$ cat config.mk
export PLATFORM = sky130hd
export DESIGN_NAME = shdlc_frame_unstuffer
export DESIGN_NICKNAME = d
export VERILOG_FILES = /design/src/rtl/shdlc_pkg.sv /design/src/rtl/shdlc_step.sv /design/src/rtl/shdlc_frame_unstuffer.sv
export SDC_FILE = /design/constraint.sdc
export NUM_CORES = 1
export LEC_CHECK = 0
export ABC_AREA = 0
export BUFFER_PORTS_ARGS = -buffer_cell sky130_fd_sc_hd__buf_2
export CAP_MARGIN = 40
export CELL_PAD_IN_SITES_DETAIL_PLACEMENT = 1
export CELL_PAD_IN_SITES_GLOBAL_PLACEMENT = 1
export CORE_MARGIN = 4
export CORE_UTILIZATION = 43
export CTS_CLUSTER_DIAMETER = 100
export DETAILED_ROUTE_END_ITERATION = 10
export PLACE_DENSITY_LB_ADDON = 0.1
export SLEW_MARGIN = 20
export SYNTH_ARGS = -nofsm -noshare
export SYNTH_HDL_FRONTEND = slang
export SYNTH_SLANG_ARGS = --single-unit
$ cat constraint.sdc
create_clock -name clk -period 3.19 [get_ports clk]
set_input_delay 0.638 -clock clk [delete_from_list [all_inputs] [get_ports clk]]
set_output_delay 0.638 -clock clk [all_outputs]
set_load 0.005 [all_outputs]
$ cat src/rtl/shdlc_pkg.sv
// Shared types and constants for the SHDLC frame unstuffer.
`default_nettype none
package shdlc_pkg;

    localparam int FRAME_MAX = 57;
    localparam int COUNT_W = 6;
    localparam logic [COUNT_W-1:0] COUNT_LIMIT =
        (FRAME_MAX > 63) ? COUNT_W'(63) : COUNT_W'(FRAME_MAX);

    localparam logic [7:0] BYTE_DELIM      = 8'h7E;
    localparam logic [7:0] BYTE_ESC        = 8'h7D;
    localparam logic [7:0] ESC_CODE_DELIM  = 8'h5E;
    localparam logic [7:0] ESC_CODE_ESC    = 8'h5D;
    localparam logic [7:0] ESC_CODE_XON    = 8'h31;
    localparam logic [7:0] ESC_CODE_XOFF   = 8'h33;
    localparam logic [7:0] BYTE_XON        = 8'h11;
    localparam logic [7:0] BYTE_XOFF       = 8'h13;

    localparam logic       CFG_RX_ENABLE     = 1'b0;
    localparam logic       CFG_END_MIN_COUNT = 1'b1;
    localparam logic [COUNT_W-1:0] END_MIN_COUNT_RESET = 6'd40;

    typedef struct packed {
        logic               rx_enable;
        logic [COUNT_W-1:0] end_min_count;
    } shdlc_cfg_t;

    typedef struct packed {
        logic [COUNT_W-1:0] byte_count;
        logic               escape_pending;
    } shdlc_state_t;

    typedef struct packed {
        logic               stored_valid;
        logic [COUNT_W-1:0] stored_index;
        logic [7:0]         stored_byte;
        logic               frame_end;
        logic               overflow;
    } shdlc_result_t;

endpackage
`default_nettype wire

$ cat src/rtl/shdlc_step.sv
// Per-byte decode: delimiter, escape and overflow decisions for one received byte.
`default_nettype none
module shdlc_step (
    input  wire logic [7:0]             rx_byte,
    input  wire shdlc_pkg::shdlc_cfg_t   cfg,
    input  wire shdlc_pkg::shdlc_state_t state_cur,
    output shdlc_pkg::shdlc_state_t      state_next,
    output shdlc_pkg::shdlc_result_t     result
);

    logic       emit;
    logic [7:0] emit_byte;

    always_comb
    begin
        state_next = state_cur;
        result     = '0;
        emit       = 1'b0;
        emit_byte  = '0;
        if (cfg.rx_enable)
        begin
            if (rx_byte == shdlc_pkg::BYTE_DELIM && state_cur.byte_count == '0)
            begin
                emit      = 1'b1;
                emit_byte = rx_byte;
            end
            else if (state_cur.byte_count != '0 && rx_byte != shdlc_pkg::BYTE_DELIM)
            begin
                if (state_cur.escape_pending)
                begin
                    unique case (rx_byte)
                        shdlc_pkg::ESC_CODE_DELIM:
                        begin
                            emit      = 1'b1;
                            emit_byte = shdlc_pkg::BYTE_DELIM;
                        end
                        shdlc_pkg::ESC_CODE_ESC:
                        begin
                            emit      = 1'b1;
                            emit_byte = shdlc_pkg::BYTE_ESC;
                        end
                        shdlc_pkg::ESC_CODE_XON:
                        begin
                            emit      = 1'b1;
                            emit_byte = shdlc_pkg::BYTE_XON;
                        end
                        shdlc_pkg::ESC_CODE_XOFF:
                        begin
                            emit      = 1'b1;
                            emit_byte = shdlc_pkg::BYTE_XOFF;
                        end
                        default:
                        begin
                            emit      = 1'b0;
                            emit_byte = '0;
                        end
                    endcase
                    state_next.escape_pending = 1'b0;
                    // drop an unknown escaped byte; still flag a full buffer
                    if (!emit && state_cur.byte_count >= shdlc_pkg::COUNT_LIMIT)
                    begin
                        state_next.byte_count = '0;
                        result.overflow       = 1'b1;
                    end
                end
                else if (rx_byte == shdlc_pkg::BYTE_ESC)
                begin
                    state_next.escape_pending = 1'b1;
                end
                else
                begin
                    emit      = 1'b1;
                    emit_byte = rx_byte;
                end
            end
            else if (rx_byte == shdlc_pkg::BYTE_DELIM &&
                     state_cur.byte_count > cfg.end_min_count)
            begin
                result.frame_end = 1'b1;
            end

            if (emit)
            begin
                if (state_cur.byte_count < shdlc_pkg::COUNT_LIMIT)
                begin
                    result.stored_valid   = 1'b1;
                    result.stored_index   = state_cur.byte_count;
                    result.stored_byte    = emit_byte;
                    state_next.byte_count = state_cur.byte_count + 6'd1;
                end
                else
                begin
                    state_next.byte_count     = '0;
                    state_next.escape_pending = 1'b0;
                    result.overflow           = 1'b1;
                end
            end
        end
    end

endmodule
`default_nettype wire

$ cat src/rtl/shdlc_frame_unstuffer.sv
// Top level of the SHDLC frame unstuffer: input register, byte decode, result register.
//
// Usage:
//   Received UART bytes enter on the s_axis request channel, one byte per request in
//   s_axis_tdata. Each accepted byte yields exactly one result request on m_axis:
//   m_axis_tdata carries the frame position and the unescaped byte, m_axis_tuser
//   flags a stored byte and a buffer overflow, m_axis_tlast marks the closing
//   delimiter of a long enough frame.
//   Path: an accepted byte is held in the input register and decoded into the result
//   register, from which its result is offered on m_axis.
//   Throughput: one byte per cycle while m_axis_tready stays high; the byte count and
//   escape flag update in the same cycle as the decode, which closes the state loop.
//   Stall: when m_axis_tready is low the result holds, one more byte waits in the
//   input register, and s_axis_tready drops only when both are full.
//   Reset: rst_n clears both stages, the byte count and escape flag; reception is
//   enabled and the end-of-frame minimum count is 40.
//   Configuration: write cfg_data to register cfg_index with cfg_we while idle;
//   index 0 is rx_enable, index 1 is end_min_count.
`default_nettype none
module shdlc_frame_unstuffer (
    input  wire logic        clk,
    input  wire logic        rst_n,
    input  wire logic        cfg_we,
    input  wire logic        cfg_index,
    input  wire logic [5:0]  cfg_data,
    input  wire logic        s_axis_tvalid,
    output logic             s_axis_tready,
    input  wire logic [7:0]  s_axis_tdata,   // [7:0] rx_byte
    output logic             m_axis_tvalid,
    input  wire logic        m_axis_tready,
    output logic [15:0]      m_axis_tdata,   // [5:0] stored_index, [13:6] stored_byte, zero pad
    output logic [1:0]       m_axis_tuser,   // [0] stored_valid, [1] overflow
    output logic             m_axis_tlast    // frame_end
);

    shdlc_pkg::shdlc_cfg_t    cfg_reg;
    shdlc_pkg::shdlc_state_t  state_reg;
    shdlc_pkg::shdlc_state_t  state_next;
    shdlc_pkg::shdlc_result_t result_next;
    shdlc_pkg::shdlc_result_t result_reg;

    logic       in_valid_reg;
    logic [7:0] in_byte_reg;
    logic       out_valid_reg;
    logic       advance;

    assign advance       = in_valid_reg && (!out_valid_reg || m_axis_tready);
    assign s_axis_tready = !in_valid_reg || advance;

    always_ff @(posedge clk or negedge rst_n)
    begin
        if (!rst_n)
        begin
            cfg_reg.rx_enable     <= 1'b1;
            cfg_reg.end_min_count <= shdlc_pkg::END_MIN_COUNT_RESET;
        end
        else if (cfg_we)
        begin
            unique case (cfg_index)
                shdlc_pkg::CFG_RX_ENABLE:     cfg_reg.rx_enable     <= cfg_data[0];
                shdlc_pkg::CFG_END_MIN_COUNT: cfg_reg.end_min_count <= cfg_data;
                default:                      cfg_reg               <= cfg_reg;
            endcase
        end
    end

    always_ff @(posedge clk or negedge rst_n)
    begin
        if (!rst_n)
        begin
            in_valid_reg <= 1'b0;
        end
        else if (s_axis_tready)
        begin
            in_valid_reg <= s_axis_tvalid;
        end
    end

    always_ff @(posedge clk)
    begin
        if (s_axis_tready && s_axis_tvalid)
        begin
            in_byte_reg <= s_axis_tdata;
        end
    end

    shdlc_step u_step (
        .rx_byte    (in_byte_reg),
        .cfg        (cfg_reg),
        .state_cur  (state_reg),
        .state_next (state_next),
        .result     (result_next)
    );

    always_ff @(posedge clk or negedge rst_n)
    begin
        if (!rst_n)
        begin
            state_reg     <= '0;
            out_valid_reg <= 1'b0;
        end
        else
        begin
            if (advance)
            begin
                state_reg     <= state_next;
                out_valid_reg <= 1'b1;
            end
            else if (m_axis_tready)
            begin
                out_valid_reg <= 1'b0;
            end
        end
    end

    always_ff @(posedge clk)
    begin
        if (advance)
        begin
            result_reg <= result_next;
        end
    end

    assign m_axis_tvalid = out_valid_reg;
    assign m_axis_tdata  = {2'b00, result_reg.stored_byte, result_reg.stored_index};
    assign m_axis_tuser  = {result_reg.overflow, result_reg.stored_valid};
    assign m_axis_tlast  = result_reg.frame_end;

    a_store_excl_overflow: assert property (@(posedge clk) disable iff (!rst_n)
        m_axis_tvalid |-> !(m_axis_tuser[0] && m_axis_tuser[1]))
        else $error("stored byte and overflow flagged together");

    a_store_excl_end: assert property (@(posedge clk) disable iff (!rst_n)
        m_axis_tvalid |-> !(m_axis_tuser[0] && m_axis_tlast))
        else $error("stored byte and frame end flagged together");

    a_index_in_range: assert property (@(posedge clk) disable iff (!rst_n)
        (m_axis_tvalid && m_axis_tuser[0]) |-> (m_axis_tdata[5:0] < shdlc_pkg::COUNT_LIMIT))
        else $error("stored index beyond buffer limit");

    a_count_bounded: assert property (@(posedge clk) disable iff (!rst_n)
        state_reg.byte_count <= shdlc_pkg::COUNT_LIMIT)
        else $error("byte count beyond buffer limit");

    a_count_step: assert property (@(posedge clk) disable iff (!rst_n)
        (advance && result_next.stored_valid) |=> (state_reg.byte_count == m_axis_tdata[5:0] + 6'd1))
        else $error("byte count did not follow stored index");

endmodule
`default_nettype wire

== Word-level counts from Yosys, hierarchy flattened ==
Index checks and enable logic that the tools add are counted.

* RAM bits: 0
* Word-level logic and storage cells: 85
* Bits in read-only memories: 0
* Memories: 0
* Latch bits: 0
* Register bits: 41
* Output and inout port bits: 21

* Multipliers: 0
* Reduce and logical (&&, ||, !) cells: 25
* Add/sub/neg operators: 1
* Magnitude comparators: 3
* Bitwise logic cells: 2
* Multiplexer cells: 34
* Div/mod/pow operators: 0
* Equality and inequality tests: 8
* Shift-type cells: 0

{| class="wikitable"
|+ Operators by type and width
! kind !! count
|-
| $eq A8 B7 Y1 const B || 4
|-
| $mux W8 || 4
|-
| $pmux W7 S4 || 1
|-
| $mux W1 || 22
|-
| $mux W7 || 3
|-
| $mux W6 || 3
|-
| $eq A8 B6 Y1 const B || 2
|-
| $mux W15 || 1
|-
| $ne A8 B7 Y1 const B || 1
|-
| $reduce_and A2 Y1 || 4
|-
| $reduce_bool A2 Y1 || 4
|-
| $add A6 B1 Y6 const B || 1
|-
| $ge A6 B6 Y1 const B || 1
|-
| $gt A6 B6 Y1 || 1
|-
| $logic_and A1 B1 Y1 || 6
|-
| $logic_not A6 Y1 || 1
|-
| $lt A6 B6 Y1 const B || 1
|-
| $reduce_and A6 Y1 || 1
|-
| $reduce_bool A6 Y1 || 1
|-
| $reduce_or A4 Y1 || 1
|-
| $logic_not A1 Y1 || 3
|-
| $reduce_and A3 Y1 || 1
|-
| $reduce_or A3 Y1 || 1
|-
| $logic_or A1 B1 Y1 || 2
|-
| other kinds (2) || 3
|}

== Logic depth before layout (Yosys ltp) ==
* Word-level depth: 15
* Gate-level depth with buffers: 13
* Mapped depth without buffers: 12

== Modules after synthesis ==
A second synthesis with hierarchy kept.

* Cell total of the unflattened synthesis: 170
* Area total of the unflattened synthesis: 2,179.6 um^2

{| class="wikitable"
|+ By module, submodules not included
! module !! instances !! seq. area each (um^2) !! cells an instance !! area each (um^2)
|-
| shdlc_frame_unstuffer || 1 || 1,154.9 || 67 || 1,423.9
|-
| shdlc_step || 1 || 0.0 || 103 || 755.7
|}

== Least setup slack after synthesis ==
OpenSTA, ideal clock, no wires.

* Path type: flip-flop to flip-flop
* Start: register state_reg[1] (netlist name)
* End: register state_reg[5] (netlist name)
* Path slack: 588 ps
* Arrival: 2,476 ps
* Cell stages (with the launch flop): 9
* Setup time: 126 ps
* Clock period less this slack: 2,602 ps
* Cells stage by stage: dfrtp_1 -> inv_1 -> ha_1 -> nand2b_1 -> or4_1 -> ha_1 -> nor4_1 -> nand3b_2 -> a221o_1

* Word-level cells in the longest chain between the ends: 7
* Elaborated cells on any way between the ends: 18

{| class="wikitable"
|+ RTL lines
! what !! line !! RTL
|-
| from (decl) || shdlc_frame_unstuffer.sv:37 || <nowiki>shdlc_pkg::shdlc_state_t state_reg;</nowiki>
|-
| from (signal assigned) || shdlc_frame_unstuffer.sv:106 || <nowiki>state_reg <= state_next;</nowiki>
|-
| $reduce_bool A6 Y1 || shdlc_step.sv:27 || <nowiki>else if (state_cur.byte_count != '0 && rx_byte != shdlc_pkg::BYTE_DELIM)</nowiki>
|-
| $logic_and A1 B1 Y1 || shdlc_step.sv:27 ||
|-
| $mux W1 || shdlc_step.sv:27 ||
|-
| $mux W1 || shdlc_step.sv:22 || <nowiki>if (rx_byte == shdlc_pkg::BYTE_DELIM && state_cur.byte_count == '0)</nowiki>
|-
| $mux W1 || shdlc_step.sv:20 || <nowiki>if (cfg.rx_enable)</nowiki>
|-
| $ne A2 B2 Y1 (no source line) / $reduce_bool A2 Y1 (equally long branches) || n/a ||
|-
| $reduce_and A6 Y1 (no source line) || n/a ||
|}

Parallel ways exist; a longest one is shown, timed or not. The select of a mux whose other input is x is not followed.
A chain may end at the register's enable or synchronous reset.

== Final worst setup path ==
* Start: register state_reg[1] (netlist name)
* End: register state_reg[3] (netlist name)

Same word-level chain as after synthesis.

==> impl_metrics.ini <==
[run_status]
status = complete, no violations

[logic_synthesis]
synth_largest_area_cell = edfxtp_1
synthArstFlopShare_pct = 39.0
seq_area_frac_synth_pct = 53.8
syn_avg_cell_area_um2 = 11.4
yosysUniqueCellTypes = 52
syn_inst = 188
ys.flop_type = edfxtp_1
synth.area.top_cells = edfxtp_1 35%, dfrtp_1 15%, ha_1 6.4%, dfstp_2 3.7%, mux2_2 3.7%
synth_edf_count = 25
netlist_area_um2 = 2150
synth-seq-cells = 41
yosysTopAreaCellShare_pct = 35.0
yosysWarnings = 0

[global_route]
grt_pass1_wl_um = 8070
grt-ovfl-total = 0
grt_use_total_pct = 17.0
antenna_found_initial = 0
grt_pass1_vias = 1666
grt_max_degree = 18

[setup_path]
ff2ff_path_depth = 9
cp_common_cell = ha_1
reg2reg_to = state_reg[3]
crit_type = reg2reg
critPathSlowestCell = or4_1
start_kind = flip-flop
regToRegStartpoint = state_reg[1]
cp_cell_sequence = inv_1, ha_1, nand2b_1, or4_1, ha_1, nor4_1, buf_4, nand3b_2, a221o_1
crit_path_end_kind = flip-flop
endpoint = state_reg[3]
crit_fanout = 6
crit_required_ns = 3.37
crit_arrival_ns = 2.91
cp-startpoint = state_reg[1]
r2r_slack_ns = 0.46
cpPeakStageDelay_ns = 0.45

[power_and_ir_drop]
power_frac_comb_pct = 28.6
p_seq_share_pct = 50.0
switching_share_pct = 32.7
leakage_uw = 0.00104
vdd_drop_max_mv = 0.269
power.internal_uw = 1020
power.density_nw_per_um2 = 604
power_frac_clock_pct = 21.3
netSwitchingPower_uw = 493

[cells_and_area]
fill_cells = 538
largest_register_ffs = 14
finalInstanceArea_um2 = 2500
final_nets = 262
layout-drive-gt1-share_pct = 30.2
antenna_cells = 0
area_growth_pct = 16.4

[clock_network]
cts_root_buf = clkbuf_8
cts_buffers = 5
cts_tree = done
cts_buffer_depth = 2
post_cts_buffers = 0
clock_latency_ns = 0.29
clk_pin_slew_ns = 0.08
cts_hold_buf = 0
clock_sinks = 41
htree_levels = 2
ctsResizeCount = 0

[die]
core_um2 = 4790
io_pins = 41
dieWidth_um = 78.6
dieArea_um2 = 6180
initial_utilization_pct = 44.8
die_h_um = 78.6
fp-row-count = 25

[sta]
fmax_mhz = 366
rsz0062_at_grt = no
finalSetupTns_ns = 0
finalSetupViolations = 0
drv_slew = 0
fin_skew_ns = 0.00740
hold_viol_final = 0
final.period_utilization_pct = 85.6
period_needed_ns = 2.73

[worst_hold_path]
hold_path.class = in2async

[place]
portBuffers = 38
globalplace.congestion = 0.790
post-dp-hpwl_um = 3900
dpl_cell_area_um2 = 2420

[detailed_routing]
viasPerCell = 5.37
drtIter0Drc = 63
vias = 1606
wire_per_inst_um = 16.7
wl_um = 4990
dr.pass1.iters = 4
ant_nets = 0
drc = 0

[run]
drv_cap = 0
cell families (layout without fill, tap and decap cells):
| logic type | after synthesis | count (layout) | share of synthesized area, % |
|---|---|---|---|
| adders and majority gates | 11 | 11 | 6.41 |
| DFF | 41 | 41 | 53.8 |
| muxes | 7 | 7 | 3.67 |
| xor gates and xnor gates | 1 | 1 | 0.408 |
| other | 1 | 2 | 0.175 |
| buffers and inverters | 24 | 67 | 4.61 |
| AOI/OAI and AO/OA | 33 | 33 | 11.5 |
| and+or+nand+nor | 70 | 70 | 19.4 |
Yosys cell counts, types with 4 or more instances:
library cell	number
mux2_2	7
o21ai_0	7
nor3_1	4
nand4_1	4
nor2b_1	5
edfxtp_1	25
clkbuf_1	4
and2_1	7
inv_1	16
nand2_1	11
ha_1	11
nor2_1	14
dfrtp_1	13
a21oi_1	7
layout by cell type, fill, tap and decap left out, types with 3 or more instances in the layout:
cell | netlist | layout
a21oi_1 | 7 | 7
a221o_1 | 3 | 3
and2_1 | 7 | 7
buf_2 | 1 | 38
buf_4 | 2 | 4
clkbuf_8 | 0 | 5
dfrtp_1 | 13 | 13
dfstp_2 | 3 | 3
edfxtp_1 | 25 | 25
ha_1 | 11 | 11
inv_1 | 16 | 16
mux2_2 | 7 | 7
nand2_1 | 11 | 11
nand3_1 | 3 | 3
nand4_1 | 4 | 4
nand4b_1 | 3 | 3
nor2_1 | 14 | 14
nor2b_1 | 5 | 5
nor3_1 | 4 | 4
o21ai_0 | 7 | 7
per-stage QoR:
stage	setup slack, ns	instances	util (%)	power, uW	hold slack, ns
detailed placement	0.444	291	50.5	1200	0.493
CTS	0.427	299	52.2	1530	0.263
floorplan	0.588	189	-	1030	0.342
finish	0.460	299	52.2	1510	0.261
global route	0.281	299	52.2	1610	0.285
global placement	0.547	291	50.5	1180	0.481
worst max-delay path, delay by kind of cell, from the launching register on:
family                   cells  cell delay, ns
flip-flops                   1            0.44
buffers and inverters        2            0.35
AO/OA/AOI/OAI                1            0.39
adder cells (fa/ha/maj)      2            0.47
AND/OR/NAND/NOR              4            0.95
cell type report:
type	count	area (um^2)	share of cell area [%]
Clock buffer	7	76.3	3.05
Clock inverter	1	3.75	0.150
Inverter	17	63.8	2.55
Multi-Input combinational cell	124	896	35.9
Sequential cell	41	1150	46.2
Tap cell	67	83.8	3.36
Timing Repair Buffer	42	220	8.81
metal layers:
| layer | part of all wire [%] | global-route usage [%] | up-vias |
|---|---|---|---|
| met3 | 4.6 | 4.01 | 9 |
| met4 | 1.5 | 5.59 | 0 |
| met2 | 47 | 27.1 | 41 |
| met1 | 47 | 22.8 | 789 |
| li1 | - | - | 767 |
| met5 | 0 | 0 | - |
how the worst min path moves through the flow:
stage	from	endpoint	depth (start not counted)
floorplan	rst_n	cfg_reg[0]	0
global placement	in_valid_reg	m_axis_tvalid	1
detailed placement	in_valid_reg	m_axis_tvalid	1
CTS	rst_n	in_valid_reg	1
global route	rst_n	in_valid_reg	1
finish	rst_n	in_valid_reg	1
power by group through the flow:
| stage | logic [uW] | clock network, uW | registers, uW |
|---|---|---|---|
| after floorplan | 298 | 0 | 735 |
| after global placement | 423 | 0 | 760 |
| after detailed placement | 438 | 0 | 765 |
| after CTS | 440 | 332 | 754 |
| after global routing | 488 | 352 | 766 |
| final | 432 | 322 | 755 |
(Power assumes the default switching activity.)
